**src/rtl/quantized_vertex_dedup_macros.svh**
```systemverilog
// Assertion macros shared by the vertex dedup RTL.
// Depends on a clock named clk and an active-low reset named arst_n in scope.
`ifndef QUANTIZED_VERTEX_DEDUP_MACROS_SVH
`define QUANTIZED_VERTEX_DEDUP_MACROS_SVH

// Property that must hold at every clock edge outside reset.
`define QVD_ASSERT(lbl, prop, msg) \
	lbl: assert property (@(posedge clk) disable iff (!arst_n) prop) else $error(msg);

// Condition that must never be true outside reset.
`define QVD_NEVER(lbl, cond, msg) \
	lbl: assert property (@(posedge clk) disable iff (!arst_n) !(cond)) else $error(msg);

`endif

```
**src/rtl/qvd_pkg.sv**
```systemverilog
// Package for the quantized vertex dedup block: sizes, constants and types.
// Used by every module of the block; depends on nothing.
`timescale 1ns / 1ps

package qvd_pkg;

	localparam int DEF_TABLE_SLOTS = 8192;
	localparam int DEF_MAX_UNIQUE  = 4096;
	localparam int DEF_FIELD_BITS  = 21;

	localparam int COORD_W = 32;
	localparam int IDX_W   = 12;
	localparam int SHIFT_W = 5;
	localparam int IN_DATA_W  = 3 * COORD_W;
	localparam int OUT_FIELDS_W = IDX_W + 2 + 6 * COORD_W;
	localparam int OUT_DATA_W = ((OUT_FIELDS_W + 7) / 8) * 8;

	localparam logic [SHIFT_W-1:0] QUANT_SHIFT_RESET = 5'd4;

	// Golden-ratio multiplier of the slot hash.
	localparam logic [63:0] HASH_MULT = 64'h9E3779B97F4A7C15;
	localparam int HASH_XOR_SHIFT = 29;

	typedef logic signed [COORD_W-1:0] coord_t;

	typedef struct packed {
		coord_t x;
		coord_t y;
		coord_t z;
	} vec3_t;

	// Controller states, one-hot.
	typedef enum logic [4:0] {
		S_SWEEP = 5'b00001,
		S_IDLE  = 5'b00010,
		S_HASH  = 5'b00100,
		S_PROBE = 5'b01000,
		S_EMIT  = 5'b10000
	} state_t;

endpackage

```
**src/rtl/qvd_hash.sv**
```systemverilog
// Key and slot pipeline: quantizes a position, packs the key, hashes to a slot.
// Four register stages; depends on qvd_pkg.
`timescale 1ns / 1ps

module qvd_hash #(
	parameter int FIELD_BITS = qvd_pkg::DEF_FIELD_BITS,
	parameter int SLOT_W     = 13
) (
	input  logic                       clk,
	input  logic                       arst_n,
	input  logic                       start,
	input  qvd_pkg::vec3_t             pos,
	input  logic [qvd_pkg::SHIFT_W-1:0] quant_shift,
	output logic                       done,
	output logic [3*FIELD_BITS-1:0]    key,
	output logic [SLOT_W-1:0]          slot
);
	import qvd_pkg::*;

	localparam int KEY_W = 3 * FIELD_BITS;

	logic [2:0]           vld_q;
	logic [COORD_W-1:0]   mag_s1 [3];
	logic [2:0]           neg_s1;
	logic [KEY_W-1:0]     key_s2;
	logic [63:0]          key64;
	logic [63:0]          p0_s3;
	logic [12:0]          p1_s3;
	logic [12:0]          p2_s3;
	logic [KEY_W-1:0]     key_s3;
	logic [44:0]          prod;
	logic [SLOT_W-1:0]    slot_s4;
	logic [KEY_W-1:0]     key_s4;
	logic [KEY_W-1:0]     key_c;
	logic                 vld_s4;

	// Stage valid chain.
	always_ff @(posedge clk or negedge arst_n) begin
		if (!arst_n) begin
			vld_q  <= '0;
			vld_s4 <= 1'b0;
		end else begin
			vld_q  <= {vld_q[1:0], start};
			vld_s4 <= vld_q[2];
		end
	end

	// Stage 1: magnitude shifted toward zero.
	always_ff @(posedge clk) begin
		mag_s1[0] <= (pos.x[COORD_W-1] ? (-pos.x) : pos.x) >> quant_shift;
		mag_s1[1] <= (pos.y[COORD_W-1] ? (-pos.y) : pos.y) >> quant_shift;
		mag_s1[2] <= (pos.z[COORD_W-1] ? (-pos.z) : pos.z) >> quant_shift;
		neg_s1    <= {pos.z[COORD_W-1], pos.y[COORD_W-1], pos.x[COORD_W-1]};
	end

	// Stage 2: restore sign and pack the low field bits.
	always_comb begin
		key_c = '0;
		for (int i = 0; i < 3; i++) begin
			key_c[i*FIELD_BITS +: FIELD_BITS] =
				neg_s1[i] ? FIELD_BITS'(-mag_s1[i]) : FIELD_BITS'(mag_s1[i]);
		end
	end

	always_ff @(posedge clk) begin
		key_s2 <= key_c;
	end

	// Stage 3: partial products of the low 45 bits of key times the multiplier.
	assign key64 = 64'(key_s2);

	always_ff @(posedge clk) begin
		p0_s3  <= 64'(key64[31:0]) * 64'(HASH_MULT[31:0]);
		p1_s3  <= 13'(key64[12:0] * HASH_MULT[44:32]);
		p2_s3  <= 13'(key64[44:32] * HASH_MULT[12:0]);
		key_s3 <= key_s2;
	end

	// Stage 4: sum the partials and fold the high bits into the slot.
	assign prod = p0_s3[44:0] + {p1_s3 + p2_s3, 32'd0};

	always_ff @(posedge clk) begin
		slot_s4 <= prod[SLOT_W-1:0] ^ prod[HASH_XOR_SHIFT +: SLOT_W];
		key_s4  <= key_s3;
	end

	assign done = vld_s4;
	assign key  = key_s4;
	assign slot = slot_s4;

endmodule

```
**config.mk**
```make
export PLATFORM = sky130hd
export DESIGN_NAME = qvd_hash
export DESIGN_NICKNAME = d
export VERILOG_FILES = /design/src/rtl/quantized_vertex_dedup_macros.svh /design/src/rtl/qvd_pkg.sv /design/src/rtl/qvd_hash.sv
export SDC_FILE = /design/constraint.sdc
export NUM_CORES = 2
export LEC_CHECK = 0
export ABC_CLOCK_PERIOD_IN_PS = 9100
export BUFFER_PORTS_ARGS = -buffer_cell sky130_fd_sc_hd__buf_2
export CORE_ASPECT_RATIO = 1.75
export CORE_MARGIN = 3
export CORE_UTILIZATION = 29
export DETAILED_ROUTE_END_ITERATION = 7
export MAX_ROUTING_LAYER = met4
export SYNTH_ARGS = -nofsm -noshare
export SYNTH_HDL_FRONTEND = slang
export SYNTH_SLANG_ARGS = --single-unit
```
**constraint.sdc**
```tcl
create_clock -name clk -period 9.1 [get_ports clk]
set_input_delay 0.455 -clock clk [delete_from_list [all_inputs] [get_ports clk]]
set_output_delay 0.455 -clock clk [all_outputs]
set_load 0.01 [all_outputs]
```
# Yosys cells after proc, flatten, opt, wreduce, memory -nomap -nowiden
# Memories as Yosys holds them, arrays and structs flattened.
# Index checks and enable logic that the tools add are counted.
# word_totals
mem_count,1
latch_bits,0
regBits,271
ramBits,96
word_cells,32
out_inout_bits,77
rom_bits,0
# mem_list
name,depth,word_bits,read_ports,rd_clocked_by_memory_dff,wr,line_no,text
mag_s1,3,32,3,0,3,qvd_hash.sv:23,logic [COORD_W-1:0] mag_s1 [3];
# classes
eq_ne,0
addsub,8
div,0
bitwise,1
n_mul,3
shift,3
muxes,6
magnitude_cmp,0
n_reduce_logical,0
# op_table
cell,n
2-to-1 mux 32 bit,3
negation 32 bit,3
right shift 32 x 5 -> 32 bit,3
2-to-1 mux 21 bit,3
negation 21 bit,3
adder 42 bit,1
multiplier 32 x 31 -> 42 bit (second input constant),1
multiplier 13 x 11 -> 10 bit (second input constant),1
multiplier 13 x 12 -> 10 bit (second input constant),1
bitwise XOR 13 bit,1
adder 10 bit,1

# Logic depth before layout (Yosys ltp)
# depth
ltp_word,3
ltp_mapped,26
depth_no_buf,26

# Worst setup path after synthesis
# OpenSTA, ideal clock, no wires.
# synth_timing
path_type,register to register
start,register key_s2[0]
end,register p0_s3[40]
setup_ns,0.072
setup_slack_ns,2.544
stages_incl_launch_ff,23
n_path_buf,1
arrival_time_ns,6.484
period_less_slack_ns,6.556
cell_sequence,dfxtp_1 > fa_1 > xor2_1 > ha_1 > or2_2 > fa_1 > fa_1 > fa_1 > fa_1 > fa_1 > inv_1 > fa_1 > inv_1 > ha_1 > clkbuf_1 > and3_1 > nand3_1 > o22ai_1 > a31oi_1 > a311oi_1 > nor2_1 > a21oi_1 > xor2_1
# synth_between
elab_chain_len,1
# synth_lines
element,line_no,text
"start, declared",qvd_hash.sv:25,logic [KEY_W-1:0] key_s2;
"start signal, assigned",qvd_hash.sv:66,key_s2 <= key_c;
multiplier 32 x 31 -> 42 bit,qvd_hash.sv:73,p0_s3 <= 64'(key64[31:0]) * 64'(HASH_MULT[31:0]);
"end signal, assigned",qvd_hash.sv:73,
"end, declared",qvd_hash.sv:27,logic [63:0] p0_s3;
# No other way between the ends.

# Final worst setup path
# layout_timing
start,register key_s2[12]
end,register p0_s3[41]
# The elaborated chain is that of the path after synthesis.

==> summary by stage <==
Route
The first detailed-routing pass ran for 7 iterations. The length of routed met2 wiring is 47.7 mm. The count of nets left with antenna violations after detail routing is 0. The sum of routed wire segments on met1 is 29.8 mm.

The first routing iteration left 1320 violations. The uppermost signal routing layer after detailed routing is met4. The final route contains 21100 vias. The final layout contains routed wiring with a total length of 90.0 mm. After detailed routing, the number of remaining DRC violations is 0. In the routed layout, each cell is associated on average with a via count of 4.97. In the detailed route, the total length drawn on met3 is 3.06 mm. The average detailed-routed wire length per instance is 21.2 µm.

Synth
Summing the areas of all fa, ha and maj instances in the mapped netlist gives 35.0% of the synthesized area. Ranked by total cell area, the synthesized netlist is headed by sky130_fd_sc_hd__dfxtp_1, sky130_fd_sc_hd__fa_1, sky130_fd_sc_hd__ha_1, sky130_fd_sc_hd__inv_1, sky130_fd_sc_hd__xnor2_1. The total standard cell area after synthesis is 28000 µm².

The number of register bits inferred by synthesis is 311. The compound-cell area share of the yosys netlist is 12.8%. Yosys mapped a number of flops with a built-in enable equal to 0.

The number of library cell types mapped by synthesis is 82. The part of the Yosys area used for sequential elements is 22.3%. Multiplexer cells account for 6.05% of the synthesized area. Of all cell types, the one taking the most synthesized area is sky130_fd_sc_hd__dfxtp_1.

Synthesis handed over a netlist of 2883 instances. The synthesized area divided by synthesized cell count is 9.70 µm². The Yosys step of the flow raised 0 warnings. The XOR/XNOR share of the synthesized area is 7.71%. The share of synthesized flip-flops with an asynchronous set or reset is 1.29%.

When the netlist entered floorplanning its net count stood at 3593. Summing the areas of all and, or, nand and nor instances in the mapped netlist gives 7.52% of the synthesized area. The most used flip-flop cell after synthesis is sky130_fd_sc_hd__dfxtp_1.

After synthesis, the largest area contributor takes up 22.0% of total cell area. The dominant combinational cell family by area after synthesis is adder cells.

STA
The final period demand of the worst path is 7.50 ns. The final critical path takes up 82.4% of the cycle. The final-report hold violation count is 0. Setup repair after global routing left no endpoint under its margin. Clock skew on the completed layout was measured at 0.0323 ns. The final setup violation count is 0. The final max-slew violation count is 0. In this run the tightest slew margin relative to its limit is 24.3%. The sum of negative setup slack is 0 ns. At the pin with the least slew margin, the transition time is 1.11 ns. Timing would allow up to 0.133 GHz.

CTS
In this run the number of H-tree levels came out at 1. The clock sink total is 311. Clock latency on the worst-skew pair, taken at its later pin, is 0.64 ns. The number of clock buffers inserted by TritonCTS is 31. Buffers added to address setup during post-CTS repair amount to 0.

No sink is reached through more buffers than the 3 on the longest clock path. TritonCTS built the clock tree. The tree is rooted in a sky130_fd_sc_hd__clkbuf_16.

After clock tree synthesis, the clock-pin slew on the worst setup and hold paths is 0.07 ns.

Final layout
The area growth from synthesis to layout is 11.6%. At the end of the flow, the number of nets in the layout was 3711. Cells with a size suffix above 1 make up 11.0% of the layout.

Hold path
The worst min-delay path class is in2async.

Global routing
The via count of the first global-routing pass is 22400. In the global route stage, overall resource usage came out at 18.5%. The global-route congestion overflow total is 0. The largest net degree at the start of global routing is 78. The initial antenna violation count is 1. The first global-routing pass estimated 136 mm of wire.

Setup path
The endpoint of the most critical register-to-register path is p0_s3[41]$_DFF_P_. For the worst setup path, the data required time is 9.58 ns. The worst flop-to-flop path startpoint is key_s2[12]$_DFF_P_.

The length in cells of the worst reg-to-reg path is 24. The arrival time at the worst endpoint is 7.99 ns. The largest fanout on the critical path is 9. The critical setup path kind is reg2reg.

For flop-to-flop paths, the worst setup slack is 1.60 ns. The kind of launch point of the worst setup path is a flip-flop. The type of destination of the critical path is a flip-flop.

Placed design
The count of port buffers added during placement is 180. The weighted congestion reported at the end of routability-driven placement is 1.05. The wire-length estimate of the detail-placed layout is 76.1 mm.

Run status
The flow ran to the end, and the final reports show no timing, DRC or antenna violations.

Floorplanning
The initial utilization of the core area, before any placement, comes to 29.3%. The core region is 95500 µm². From bottom edge to top edge, the die measures 417 µm.

The die covers 100000 µm². Measured along the x axis, the die boundary spans 241 µm. The number of primary I/O pins is 181.

The floorplan has 150 rows.

Flow run
Across the run, the number of max-cap violations was 0.
-- state kept, by name (all words and copies together) (netlist names), 7 cells and up --
register,flops
slot,13
p1_s3,7
mag_s1,63
key,63
key_s2,63
key_s3,63
p2_s3,8
p0_s3,24
-- cell usage in the layout, fill, tap and decap left out, types with 76 or more instances in the layout --
| master | Yosys | routed |
|---|---|---|
| sky130_fd_sc_hd__inv_1 | 518 | 516 |
| sky130_fd_sc_hd__ha_1 | 313 | 313 |
| sky130_fd_sc_hd__dfxtp_1 | 307 | 307 |
| sky130_fd_sc_hd__fa_1 | 293 | 293 |
| sky130_fd_sc_hd__buf_2 | 6 | 179 |
| sky130_fd_sc_hd__xnor2_1 | 170 | 170 |
| sky130_fd_sc_hd__nor2_1 | 116 | 116 |
| sky130_fd_sc_hd__nand2_1 | 111 | 111 |
| sky130_fd_sc_hd__o21ai_0 | 104 | 104 |
| sky130_fd_sc_hd__a21oi_1 | 96 | 96 |
| sky130_fd_sc_hd__mux2i_1 | 96 | 96 |
| sky130_fd_sc_hd__xor2_1 | 76 | 76 |
-- cells in the mapped netlist, types with 5 or more instances --
master and n:
sky130_fd_sc_hd__a31oi_1 14, sky130_fd_sc_hd__dfxtp_1 307, sky130_fd_sc_hd__a21o_1 28, sky130_fd_sc_hd__nor2_1 116, sky130_fd_sc_hd__nand2b_1 15, sky130_fd_sc_hd__inv_1 518, sky130_fd_sc_hd__clkbuf_1 92, sky130_fd_sc_hd__o41ai_1 29
sky130_fd_sc_hd__mux2_2 27, sky130_fd_sc_hd__mux2i_1 96, sky130_fd_sc_hd__o211ai_1 12, sky130_fd_sc_hd__o21a_1 9, sky130_fd_sc_hd__xor2_1 76, sky130_fd_sc_hd__nand3_1 23, sky130_fd_sc_hd__nor4_1 11, sky130_fd_sc_hd__a2111oi_0 5
sky130_fd_sc_hd__a221oi_1 9, sky130_fd_sc_hd__a221o_1 5, sky130_fd_sc_hd__xnor2_1 170, sky130_fd_sc_hd__mux4_2 19, sky130_fd_sc_hd__nor3_1 25, sky130_fd_sc_hd__a22oi_1 9, sky130_fd_sc_hd__and3_1 14, sky130_fd_sc_hd__nand2_1 111
sky130_fd_sc_hd__o21bai_1 11, sky130_fd_sc_hd__a21boi_0 6, sky130_fd_sc_hd__buf_2 6, sky130_fd_sc_hd__o31ai_1 46, sky130_fd_sc_hd__o311ai_0 7, sky130_fd_sc_hd__nand4_1 8, sky130_fd_sc_hd__or2_2 14, sky130_fd_sc_hd__nor2b_1 10
sky130_fd_sc_hd__o22ai_1 24, sky130_fd_sc_hd__a311oi_1 6, sky130_fd_sc_hd__a21oi_1 96, sky130_fd_sc_hd__or4_1 23, sky130_fd_sc_hd__o21ai_0 104, sky130_fd_sc_hd__buf_1 12, sky130_fd_sc_hd__fa_1 293, sky130_fd_sc_hd__and2_1 6
sky130_fd_sc_hd__a211oi_1 46, sky130_fd_sc_hd__ha_1 313, sky130_fd_sc_hd__or3_1 33
-- timing repair --
item,4_1_cts,5_1_grt
hold endpoints to repair,5,0
resized for setup,0,0
hold buffers,2,0
-- critical path: stages (launching register included) --
cell                        delay [ns]
sky130_fd_sc_hd__dfxtp_1          0.70
sky130_fd_sc_hd__fa_1             0.56
sky130_fd_sc_hd__ha_1             0.35
sky130_fd_sc_hd__inv_1            0.08
sky130_fd_sc_hd__fa_1             0.48
sky130_fd_sc_hd__inv_1            0.05
sky130_fd_sc_hd__fa_1             0.49
sky130_fd_sc_hd__inv_1            0.05
sky130_fd_sc_hd__fa_1             0.47
sky130_fd_sc_hd__inv_1            0.05
sky130_fd_sc_hd__fa_1             0.50
sky130_fd_sc_hd__fa_1             0.55
sky130_fd_sc_hd__inv_1            0.06
sky130_fd_sc_hd__fa_1             0.55
sky130_fd_sc_hd__inv_1            0.05
sky130_fd_sc_hd__ha_1             0.27
sky130_fd_sc_hd__and4_1           0.29
sky130_fd_sc_hd__and3_1           0.23
sky130_fd_sc_hd__nand2_1          0.07
sky130_fd_sc_hd__a2111oi_0        0.41
sky130_fd_sc_hd__a211oi_1         0.16
sky130_fd_sc_hd__o21ai_0          0.46
sky130_fd_sc_hd__a221oi_1         0.18
sky130_fd_sc_hd__a21oi_1          0.20
sky130_fd_sc_hd__xnor2_1          0.09
-- worst max path at each step --
stage | slack [ns] | endpoint | depth (start not counted) | from
global placement | 1.72 | p0_s3[41]$_DFF_P_ | 23 | key_s2[9]$_DFF_P_
global route | 1.03 | p0_s3[41]$_DFF_P_ | 24 | key_s2[12]$_DFF_P_
detailed placement | 1.61 | p0_s3[41]$_DFF_P_ | 24 | key_s2[12]$_DFF_P_
floorplan | 2.54 | p0_s3[40]$_DFF_P_ | 22 | key_s2[0]$_DFF_P_
CTS | 1.59 | p0_s3[41]$_DFF_P_ | 24 | key_s2[12]$_DFF_P_
finish | 1.60 | p0_s3[41]$_DFF_P_ | 24 | key_s2[12]$_DFF_P_
-- cell families (layout without fill, tap and decap cells) --
| group | Yosys count | count (layout) |
|---|---|---|
| xor+xnor | 246 | 246 |
| mux | 142 | 142 |
| compound gates | 521 | 521 |
| simple gates | 424 | 424 |
| other cells | 0 | 2 |
| buf+inv | 633 | 775 |
| flops | 311 | 311 |
| fa+ha+maj | 606 | 606 |
-- metal layers --
| layer | vias up | global-route usage (%) |
|---|---|---|
| met5 | - | - |
| met4 | 0 | 15.5 |
| met3 | 311 | 1.78 |
| met2 | 635 | 33.9 |
| met1 | 10200 | 17.2 |
| li1 | 9908 | - |
-- stage by stage --
step	setup slack, ns	std cells	hold WS (ns)	util [%]	cell area, µm²
after global routing	1.03	4241	0.174	32.7	31200
final	1.60	4243	0.175	32.7	31200
after CTS	1.59	4241	0.126	32.7	31200
after floorplan	2.54	2883	0.159	-	28000
after global placement	1.72	4182	0.257	31.5	30100
after detailed placement	1.61	4182	0.261	31.5	30100
-- area by class of cell --
type	count	area [µm²]
inverter	520	1950
timing repair buffer	198	1040
clock inverter	21	293
fill	9725	64300
multi-input combinational	1939	19300
sequential	311	6250
tap	1216	1520
antenna	2	5.00
clock buffer	36	836
Power is not shown: default switching activity piles up to over one toggle a cycle in this logic, so the estimate is an artifact.
